## src/sv/domq_pkg.sv

```systemverilog
// Shared types, constants and codes for the deadline-ordered message queue.
package domq_pkg;

  localparam int unsigned DEPTH_DEF = 16;

  typedef enum logic [2:0] {
    KIND_PUSH_FRONT = 3'd0,
    KIND_PUSH_BACK  = 3'd1,
    KIND_INSERT     = 3'd2,
    KIND_POP        = 3'd3,
    KIND_CHECK      = 3'd4,
    KIND_ERASE      = 3'd5
  } kind_t;

  localparam logic [1:0] ST_OK        = 2'd0;
  localparam logic [1:0] ST_EMPTY     = 2'd1;
  localparam logic [1:0] ST_FULL      = 2'd2;
  localparam logic [1:0] ST_NOT_FOUND = 2'd3;

  // Input transaction as held in the command queue.
  typedef struct packed {
    logic [2:0]  kind;
    logic [15:0] handle;
    logic [31:0] seq;
    logic [31:0] send_time;
    logic [31:0] timeout;
    logic [31:0] now_time;
  } cmd_t;

  // One result transaction, minus occupancy.
  typedef struct packed {
    logic [1:0]  status;
    logic [15:0] handle;
    logic [31:0] seq;
    logic [31:0] send_time;
    logic [31:0] timeout;
    logic [31:0] assigned_seq;
    logic        expired;
  } res_t;

endpackage

```

## src/sv/domq_front.sv

```systemverilog
// Front end: accepts input transactions into a two-entry command queue.
module domq_front (
  input  logic           clk,
  input  logic           rst_n,
  input  logic           in_valid,
  output logic           in_ready,
  input  domq_pkg::cmd_t in_cmd,
  output logic           cmd_valid,
  input  logic           cmd_take,
  output domq_pkg::cmd_t cmd
);

  domq_pkg::cmd_t q_r [2];
  logic       rd_ptr_r, wr_ptr_r;
  logic [1:0] cnt_r;

  logic push, pop;

  assign in_ready  = (cnt_r != 2'd2);
  assign cmd_valid = (cnt_r != 2'd0);
  assign cmd       = q_r[rd_ptr_r];
  assign push      = in_valid && in_ready;
  assign pop       = cmd_valid && cmd_take;

  always_ff @(posedge clk) begin
    if (push) begin
      q_r[wr_ptr_r] <= in_cmd;
    end
    if (!rst_n) begin
      rd_ptr_r <= 1'b0;
      wr_ptr_r <= 1'b0;
      cnt_r    <= 2'd0;
    end else begin
      if (push) wr_ptr_r <= ~wr_ptr_r;
      if (pop)  rd_ptr_r <= ~rd_ptr_r;
      cnt_r <= cnt_r + {1'b0, push} - {1'b0, pop};
    end
  end

endmodule

```

## src/sv/domq_back.sv

```systemverilog
// Back end: entry store, scan sequencer and result register.
module domq_back #(
  parameter int unsigned DEPTH = domq_pkg::DEPTH_DEF,
  localparam int unsigned IW = $clog2(DEPTH),
  localparam int unsigned CW = $clog2(DEPTH + 1)
) (
  input  logic           clk,
  input  logic           rst_n,
  input  logic           cmd_valid,
  output logic           cmd_take,
  input  domq_pkg::cmd_t cmd,
  output logic           res_valid,
  input  logic           res_ready,
  output domq_pkg::res_t res,
  output logic [CW-1:0]  res_occ
);

  typedef enum logic [4:0] {
    S_IDLE  = 5'b00001,
    S_SCAN  = 5'b00010,
    S_SHIFT = 5'b00100,
    S_DONE  = 5'b01000,
    S_OUT   = 5'b10000
  } state_t;

  state_t state_r, state_nxt;

  logic [15:0] e_handle_r [DEPTH];
  logic [31:0] e_seq_r    [DEPTH];
  logic [31:0] e_st_r     [DEPTH];
  logic [31:0] e_to_r     [DEPTH];

  logic [CW-1:0]  count_r, count_nxt;
  logic [31:0]    next_seq_r, next_seq_nxt;
  logic [CW-1:0]  idx_r, idx_nxt;   // scan position / insertion point
  domq_pkg::cmd_t c_r, c_nxt;
  domq_pkg::res_t res_r, res_nxt;
  logic [CW-1:0]  occ_r, occ_nxt;
  logic [31:0]    dl_r, dl_nxt;     // new entry deadline

  logic [IW-1:0] idx_i;
  logic [31:0]   head_dl, scan_dl;
  logic          full, is_ins;

  assign idx_i    = idx_r[IW-1:0];
  assign head_dl  = e_st_r[0] + e_to_r[0];
  assign scan_dl  = e_st_r[idx_i] + e_to_r[idx_i];
  assign full     = (count_r == CW'(DEPTH));
  assign is_ins   = (c_r.kind != domq_pkg::KIND_ERASE);
  assign cmd_take = (state_r == S_IDLE) && cmd_valid;
  assign res_valid = (state_r == S_OUT);
  assign res      = res_r;
  assign res_occ  = occ_r;

  always_comb begin
    state_nxt    = state_r;
    count_nxt    = count_r;
    next_seq_nxt = next_seq_r;
    idx_nxt      = idx_r;
    c_nxt        = c_r;
    res_nxt      = res_r;
    dl_nxt       = dl_r;
    occ_nxt      = occ_r;
    case (state_r)
      S_IDLE: begin
        if (cmd_valid) begin
          c_nxt     = cmd;
          dl_nxt    = cmd.send_time + cmd.timeout;
          idx_nxt   = '0;
          res_nxt   = '0;
          state_nxt = S_DONE;
          case (cmd.kind)
            domq_pkg::KIND_PUSH_FRONT, domq_pkg::KIND_PUSH_BACK,
            domq_pkg::KIND_INSERT: begin
              if (full) begin
                res_nxt.status = domq_pkg::ST_FULL;
              end else if (cmd.kind == domq_pkg::KIND_PUSH_FRONT) begin
                c_nxt.seq            = next_seq_r;
                res_nxt.assigned_seq = next_seq_r;
                next_seq_nxt         = next_seq_r + 32'd1;
                count_nxt            = count_r + 1'b1;
                state_nxt            = S_SHIFT;
              end else if (cmd.kind == domq_pkg::KIND_PUSH_BACK) begin
                idx_nxt   = count_r;
                count_nxt = count_r + 1'b1;
                state_nxt = S_SHIFT;
              end else begin
                state_nxt = S_SCAN;
              end
            end
            domq_pkg::KIND_POP: begin
              if (count_r == '0) begin
                res_nxt.status = domq_pkg::ST_EMPTY;
              end else begin
                res_nxt.handle    = e_handle_r[0];
                res_nxt.seq       = e_seq_r[0];
                res_nxt.send_time = e_st_r[0];
                res_nxt.timeout   = e_to_r[0];
                count_nxt         = count_r - 1'b1;
                c_nxt.kind        = domq_pkg::KIND_ERASE;
                state_nxt         = S_SHIFT;
              end
            end
            domq_pkg::KIND_CHECK: begin
              if (count_r == '0) res_nxt.status = domq_pkg::ST_EMPTY;
              else res_nxt.expired = (head_dl <= cmd.now_time);
            end
            domq_pkg::KIND_ERASE: state_nxt = S_SCAN;
            default: ;
          endcase
        end
      end
      S_SCAN: begin
        // insert: stop at first deadline >= new; erase: stop at matching seq
        if (idx_r >= count_r) begin
          if (is_ins) begin
            count_nxt = count_r + 1'b1;
            state_nxt = S_SHIFT;
          end else begin
            res_nxt.status = domq_pkg::ST_NOT_FOUND;
            state_nxt      = S_DONE;
          end
        end else if (is_ins ? !(dl_r > scan_dl) : (e_seq_r[idx_i] == c_r.seq)) begin
          count_nxt = is_ins ? count_r + 1'b1 : count_r - 1'b1;
          state_nxt = S_SHIFT;
        end else begin
          idx_nxt = idx_r + 1'b1;
        end
      end
      S_SHIFT: state_nxt = S_DONE;
      S_DONE: begin
        occ_nxt   = count_r;
        state_nxt = S_OUT;
      end
      S_OUT:   if (res_ready) state_nxt = S_IDLE;
      default: state_nxt = S_IDLE;
    endcase
  end

  always_ff @(posedge clk) begin
    idx_r <= idx_nxt;
    c_r   <= c_nxt;
    res_r <= res_nxt;
    occ_r <= occ_nxt;
    dl_r  <= dl_nxt;
    if (state_r == S_SHIFT) begin
      for (int i = 0; i < DEPTH; i++) begin
        if (is_ins) begin
          if (CW'(i) == idx_r) begin
            e_handle_r[i] <= c_r.handle;
            e_seq_r[i]    <= c_r.seq;
            e_st_r[i]     <= c_r.send_time;
            e_to_r[i]     <= c_r.timeout;
          end else if (CW'(i) > idx_r && i > 0) begin
            e_handle_r[i] <= e_handle_r[i-1];
            e_seq_r[i]    <= e_seq_r[i-1];
            e_st_r[i]     <= e_st_r[i-1];
            e_to_r[i]     <= e_to_r[i-1];
          end
        end else if (CW'(i) >= idx_r && i + 1 < DEPTH) begin
          e_handle_r[i] <= e_handle_r[i+1];
          e_seq_r[i]    <= e_seq_r[i+1];
          e_st_r[i]     <= e_st_r[i+1];
          e_to_r[i]     <= e_to_r[i+1];
        end
      end
    end
    if (!rst_n) begin
      state_r    <= S_IDLE;
      count_r    <= '0;
      next_seq_r <= '0;
    end else begin
      state_r    <= state_nxt;
      count_r    <= count_nxt;
      next_seq_r <= next_seq_nxt;
    end
  end

endmodule

```

## src/sv/deadline_ordered_message_queue_top.sv

```systemverilog
// Top level of the deadline-ordered message queue.
//
//  channel | dir | handshake            | payload
//  in_     | in  | in_tvalid/in_tready   | in_tuser kind, in_tdata fields
//  out_    | out | out_tvalid/out_tready | out_tuser status, out_tdata fields
//
// One transaction at a time in the back end: pop and push front/back pass the
// shift, done and output states, check and rejected commands only done and output;
// insert and erase first scan the store one entry a cycle. A two-entry command
// queue keeps accepting while the back end works. Reset (rst_n low, synchronous)
// empties the queue and clears the sequence counter. A stalled out_tready holds the result.
module deadline_ordered_message_queue_top #(
  parameter int unsigned DEPTH = domq_pkg::DEPTH_DEF
) (
  input  logic         clk,
  input  logic         rst_n,
  input  logic         in_tvalid,
  output logic         in_tready,
  input  logic [2:0]   in_tuser,   // kind
  input  logic [143:0] in_tdata,   // message_handle, message_seq, send_time, timeout, now_time
  output logic         out_tvalid,
  input  logic         out_tready,
  output logic [1:0]   out_tuser,  // status
  output logic [151:0] out_tdata   // out_handle, out_seq, out_send_time, out_timeout,
                                   // assigned_seq, expired, occupancy, zero pad
);

  localparam int unsigned CW = $clog2(DEPTH + 1);

  domq_pkg::cmd_t in_cmd, cmd;
  domq_pkg::res_t res;
  logic           cmd_valid, cmd_take;
  logic [CW-1:0]  occ;

  // Unpack the input transaction.
  assign in_cmd.kind      = in_tuser;
  assign in_cmd.handle    = in_tdata[15:0];
  assign in_cmd.seq       = in_tdata[47:16];
  assign in_cmd.send_time = in_tdata[79:48];
  assign in_cmd.timeout   = in_tdata[111:80];
  assign in_cmd.now_time  = in_tdata[143:112];

  domq_front u_front (
    .clk, .rst_n,
    .in_valid (in_tvalid), .in_ready (in_tready), .in_cmd,
    .cmd_valid, .cmd_take, .cmd
  );

  domq_back #(.DEPTH(DEPTH)) u_back (
    .clk, .rst_n,
    .cmd_valid, .cmd_take, .cmd,
    .res_valid (out_tvalid), .res_ready (out_tready), .res, .res_occ (occ)
  );

  // Pack the result transaction.
  assign out_tuser = res.status;
  assign out_tdata = {2'b0, 5'(occ), res.expired, res.assigned_seq, res.timeout,
                      res.send_time, res.seq, res.handle};

endmodule

```

## config.mk

```make
export PLATFORM = sky130hd
export DESIGN_NAME = deadline_ordered_message_queue_top
export DESIGN_NICKNAME = d
export VERILOG_FILES = /design/src/sv/domq_pkg.sv /design/src/sv/domq_front.sv /design/src/sv/domq_back.sv /design/src/sv/deadline_ordered_message_queue_top.sv
export SDC_FILE = /design/constraint.sdc
export NUM_CORES = 2
export LEC_CHECK = 0
export BUFFER_PORTS_ARGS = -buffer_cell sky130_fd_sc_hd__buf_2
export CAP_MARGIN = 20
export CORE_UTILIZATION = 62
export CTS_CLUSTER_DIAMETER = 60
export DETAILED_ROUTE_END_ITERATION = 10
export PLACE_DENSITY_LB_ADDON = 0.25
export SETUP_SLACK_MARGIN = 0.1
export SLEW_MARGIN = 20
export SYNTH_ARGS = -nofsm -noshare
export SYNTH_HDL_FRONTEND = slang
export SYNTH_SLANG_ARGS = --single-unit
```

## constraint.sdc

```tcl
create_clock -name clk -period 16.2 [get_ports clk]
set_input_delay 1.62 -clock clk [delete_from_list [all_inputs] [get_ports clk]]
set_output_delay 1.62 -clock clk [all_outputs]
set_load 0.005 [all_outputs]
```

==> results.py <==
metrics = {
    "run_status": {
        "outcome": "finished, final reports clean",
    },
    "power_and_ir_drop": {
        "finalPower_mw": 23.73,
        "power_leakage_nw": 55.49,
        "power_density_nw_per_um2": 167.5,
        "ir_drop_v": 0.0001536,
    },
    "synth": {
        "synth.area.top_cells": "edfxtp_1 55%, mux2i_1 11%, mux4_2 7.6%, a21oi_1 4.3%, nor2_1 3.2%",
        "yosysTopAreaCellShare_pct": 55.42,
        "yosys.area.top_type": "edfxtp_1",
        "ys_warn_count": 0,
        "synth_area_um2": 129500,
        "async_flop_share_pct": 0,
        "seq_area_frac_synth_pct": 56.21,
        "syn_inst": 10360,
        "synth_edf_count": 2390,
        "synth-seq-cells": 2441,
        "synth_ff_type": "edfxtp_1",
        "synth.distinct_cells": 86,
        "syn-mean-instance-area_um2": 12.50,
    },
    "timing": {
        "setup_viol": 0,
        "tightestPinTransition_ps": 1276,
        "setup_ws_ps": 6648,
        "hold_violations": 0,
        "fmax_ghz": 0.1047,
        "rsz0062_at_grt": "false",
        "fin_skew_ps": 50.19,
        "max_slew_margin_pct": 14.92,
        "fin_crit_ps": 9552,
        "timing.setup.tns_ps": 0,
        "fin_crit_sh_pct": 58.96,
        "timing_max_transition_violations_final": 0,
        "whs_ps": 509.3,
    },
    "setup_path": {
        "path_max_fanout": 47,
        "reg2reg_depth": 24,
        "start_kind": "flip-flop",
        "cp.arrival_ps": 10180,
        "crit_chain": "buf_4, buf_4, mux4_2, mux4_2, ha_1, and3_1, nand3_1, or3b_2, a211oi_1, nor3_1, or3_1, nand3_1, o211ai_1, xnor2_1, ha_1, nand4_1, nor3_1, a221oi_1, o211ai_1, a31oi_1, a211o_1, a31oi_2, o21ai_2, inv_1",
        "endpoint_kind": "flip-flop",
        "crit_required_ps": 16830,
        "path_depth": 24,
        "worst-path-buf-inv": 3,
        "cpLargestDelayFamily": "compound AO/OA/AOI/OAI gates",
        "worstSetupPathType": "flip-flop to flip-flop",
        "cpPeakStageDelay_ps": 1010,
        "cp_slowest_cell": "a211oi_1",
    },
    "min_path": {
        "hold_path.class": "flip-flop to flip-flop",
        "hold_depth": 2,
    },
    "floorplan": {
        "num_io_pins": 307,
        "die_w_um": 459.0,
        "core_um2": 207300,
        "die_h_um": 459.0,
        "dieArea_um2": 210700,
        "rows": 167,
        "initial_core_util_pct": 62.47,
    },
    "route": {
        "drcViolationCount": 0,
        "avgViaCountPerCell": 7.214,
        "routed_wl_mm": 431.5,
        "dr.first_iter.drc_count": 15480,
        "wl_met1_mm": 145.2,
        "highest_layer": "met5",
        "wl_met2_mm": 189.6,
        "dr.pass1.iters": 7,
        "wl_met3_mm": 65.85,
        "drtAntennaViolNets": 0,
        "routedWlPerCell_um": 32.62,
        "num_vias": 95440,
    },
    "place": {
        "post-place-ws_ps": 7009,
        "gp_congestion": 0.9138,
        "hpwl_mm": 232.2,
        "port_buffers": 304,
    },
    "cts": {
        "cts_tree": "yes",
        "numClockSinks": 2441,
        "clockBufferDepth": 4,
        "clock_latency_ps": 950,
        "root_buffer": "clkbuf_16",
        "cts_buffers": 281,
        "cts-hold-fix-buffers": 0,
        "ctsResizeCount": 0,
        "cts_setup_buffers": 0,
        "htreeDepth": 5,
        "clk_pin_slew_ps": 60,
    },
    "global_routing": {
        "antenna_found_initial": 14,
        "grt-ovfl-total": 0,
        "grt_pass1_vias": 93450,
        "grt_max_degree": 167,
        "grt_usage_pct": 40.40,
        "grt_pass1_wl_mm": 623.4,
    },
    "cells_and_area": {
        "nets": 10570,
        "syn2layout_area_growth_pct": 9.420,
        "layout-drive-gt1-share_pct": 15.83,
    },
    "job": {
        "maxCapViolations": 0,
    },
}
-- cells in the mapped netlist (24+ instances only) --
master / instances
a21o_1: 69
a21oi_1: 1102
a22oi_1: 345
and2_1: 184
buf_1: 153
buf_2: 93
clkbuf_1: 575
dfxtp_1: 51
edfxtp_1: 2390
ha_1: 170
inv_1: 54
mux2_2: 303
mux2i_1: 1378
mux4_2: 435
nand2_1: 1001
nand2b_1: 24
nand3_1: 64
nand4_1: 30
nor2_1: 1105
nor3_1: 30
o21ai_0: 288
o21bai_1: 46
xnor2_1: 119
xor2_1: 47
-- report_power, final --
group	leakage (nW)	total (mW)	switching (mW)	internal, mW
Sequential	22.2	9.17	0.895	8.27
Clock	4.20	6.16	2.60	3.56
Combinational	29.1	8.40	4.64	3.76
-- stage by stage --
| step | cell area, µm² | instances | utilization, % |
|---|---|---|---|
| finish | 141700 | 13230 | 68.36 |
| detailed placement | 133100 | 12750 | 64.20 |
| global route | 141700 | 13230 | 68.36 |
| CTS | 141700 | 13230 | 68.34 |
| floorplan | 129500 | 10360 | - |
| global placement | 133000 | 12750 | 64.17 |
-- kinds of logic (layout without fill, tap and decap cells) --
family / Yosys count / in the layout / synth area share, %
xor gates and xnor gates: 167 / 167 / 1.140
other: 1 / 5 / 0.002896
adders and majority gates: 173 / 173 / 1.689
DFF: 2441 / 2441 / 56.21
muxes: 2123 / 2123 / 20.96
buffers and inverters: 906 / 986 / 2.824
AOI/OAI and AO/OA: 2003 / 2003 / 8.976
and+or+nand+nor: 2543 / 2543 / 8.197
-- layout make-up --
class,instances,area (µm²)
Clock inverter,130,1141
Multi-Input combinational cell,7011,53510
Inverter,56,225.2
Timing Repair Buffer,458,3072
Antenna cell,3,7.507
Fill cell,14500,65590
Tap cell,2788,3488
Sequential cell,2441,72810
Clock buffer,342,7447
-- metal layers --
metal	track usage, %	vias up
met1	52.16	46270
met3	12.00	1882
met4	24.36	14
met5	0	-
li1	-	38770
met2	60.48	8510
-- flip-flops by register name, summed over array words and instances, names as in the netlist, named ones only --
register           flops
u_back.dl_r           32
u_back.next_seq_r     32
u_back.e_handle_r    256
u_back.c_r           115
u_back.count_r         5
u_front.cnt_r          2
u_front.wr_ptr_r       1
u_back.state_r         5
u_back.res_occ         5
u_back.idx_r           5
u_front.rd_ptr_r       1
u_front.q_r          294
u_back.e_st_r        512
u_back.res           147
u_back.e_seq_r       512
u_back.e_to_r        512
-- layout by cell type (no fill, tap or decap), types with 286 or more instances in the layout --
| cell | instances |
|---|---|
| nor2_1 | 1092 |
| clkbuf_16 | 286 |
| nand2_1 | 994 |
| mux2_2 | 303 |
| edfxtp_1 | 2390 |
| o21ai_0 | 288 |
| mux4_2 | 435 |
| mux2i_1 | 1378 |
| a22oi_1 | 345 |
| buf_2 | 304 |
| a21oi_1 | 1096 |
-- worst paths after layout --
path,from,end,slack (ps)
hold reg to reg,u_back.next_seq_r[30]$_SDFFE_PN0P_,u_back.next_seq_r[30]$_SDFFE_PN0P_,510
setup reg to reg,flip-flop,u_back.idx_r[1]$_DFFE_PN_,6650
hold / removal,u_back.next_seq_r[30]$_SDFFE_PN0P_,u_back.next_seq_r[30]$_SDFFE_PN0P_,510
setup / recovery,flip-flop,u_back.idx_r[1]$_DFFE_PN_,6650
-- worst register-to-register path: stages, from the launching register on --
cell      delay (ps)
dfxtp_4          650
buf_4            570
buf_4            820
mux4_2           680
mux4_2           520
ha_1             480
and3_1           240
nand3_1           80
or3b_2           510
a211oi_1        1010
nor3_1           210
or3_1            460
nand3_1           90
o211ai_1         110
xnor2_1          150
ha_1             350
nand4_1          160
nor3_1           330
a221oi_1         150
o211ai_1         120
a31oi_1          130
a211o_1          350
a31oi_2          600
o21ai_2          250
inv_1            230
Note: power is estimated with default switching activity, not from simulation.
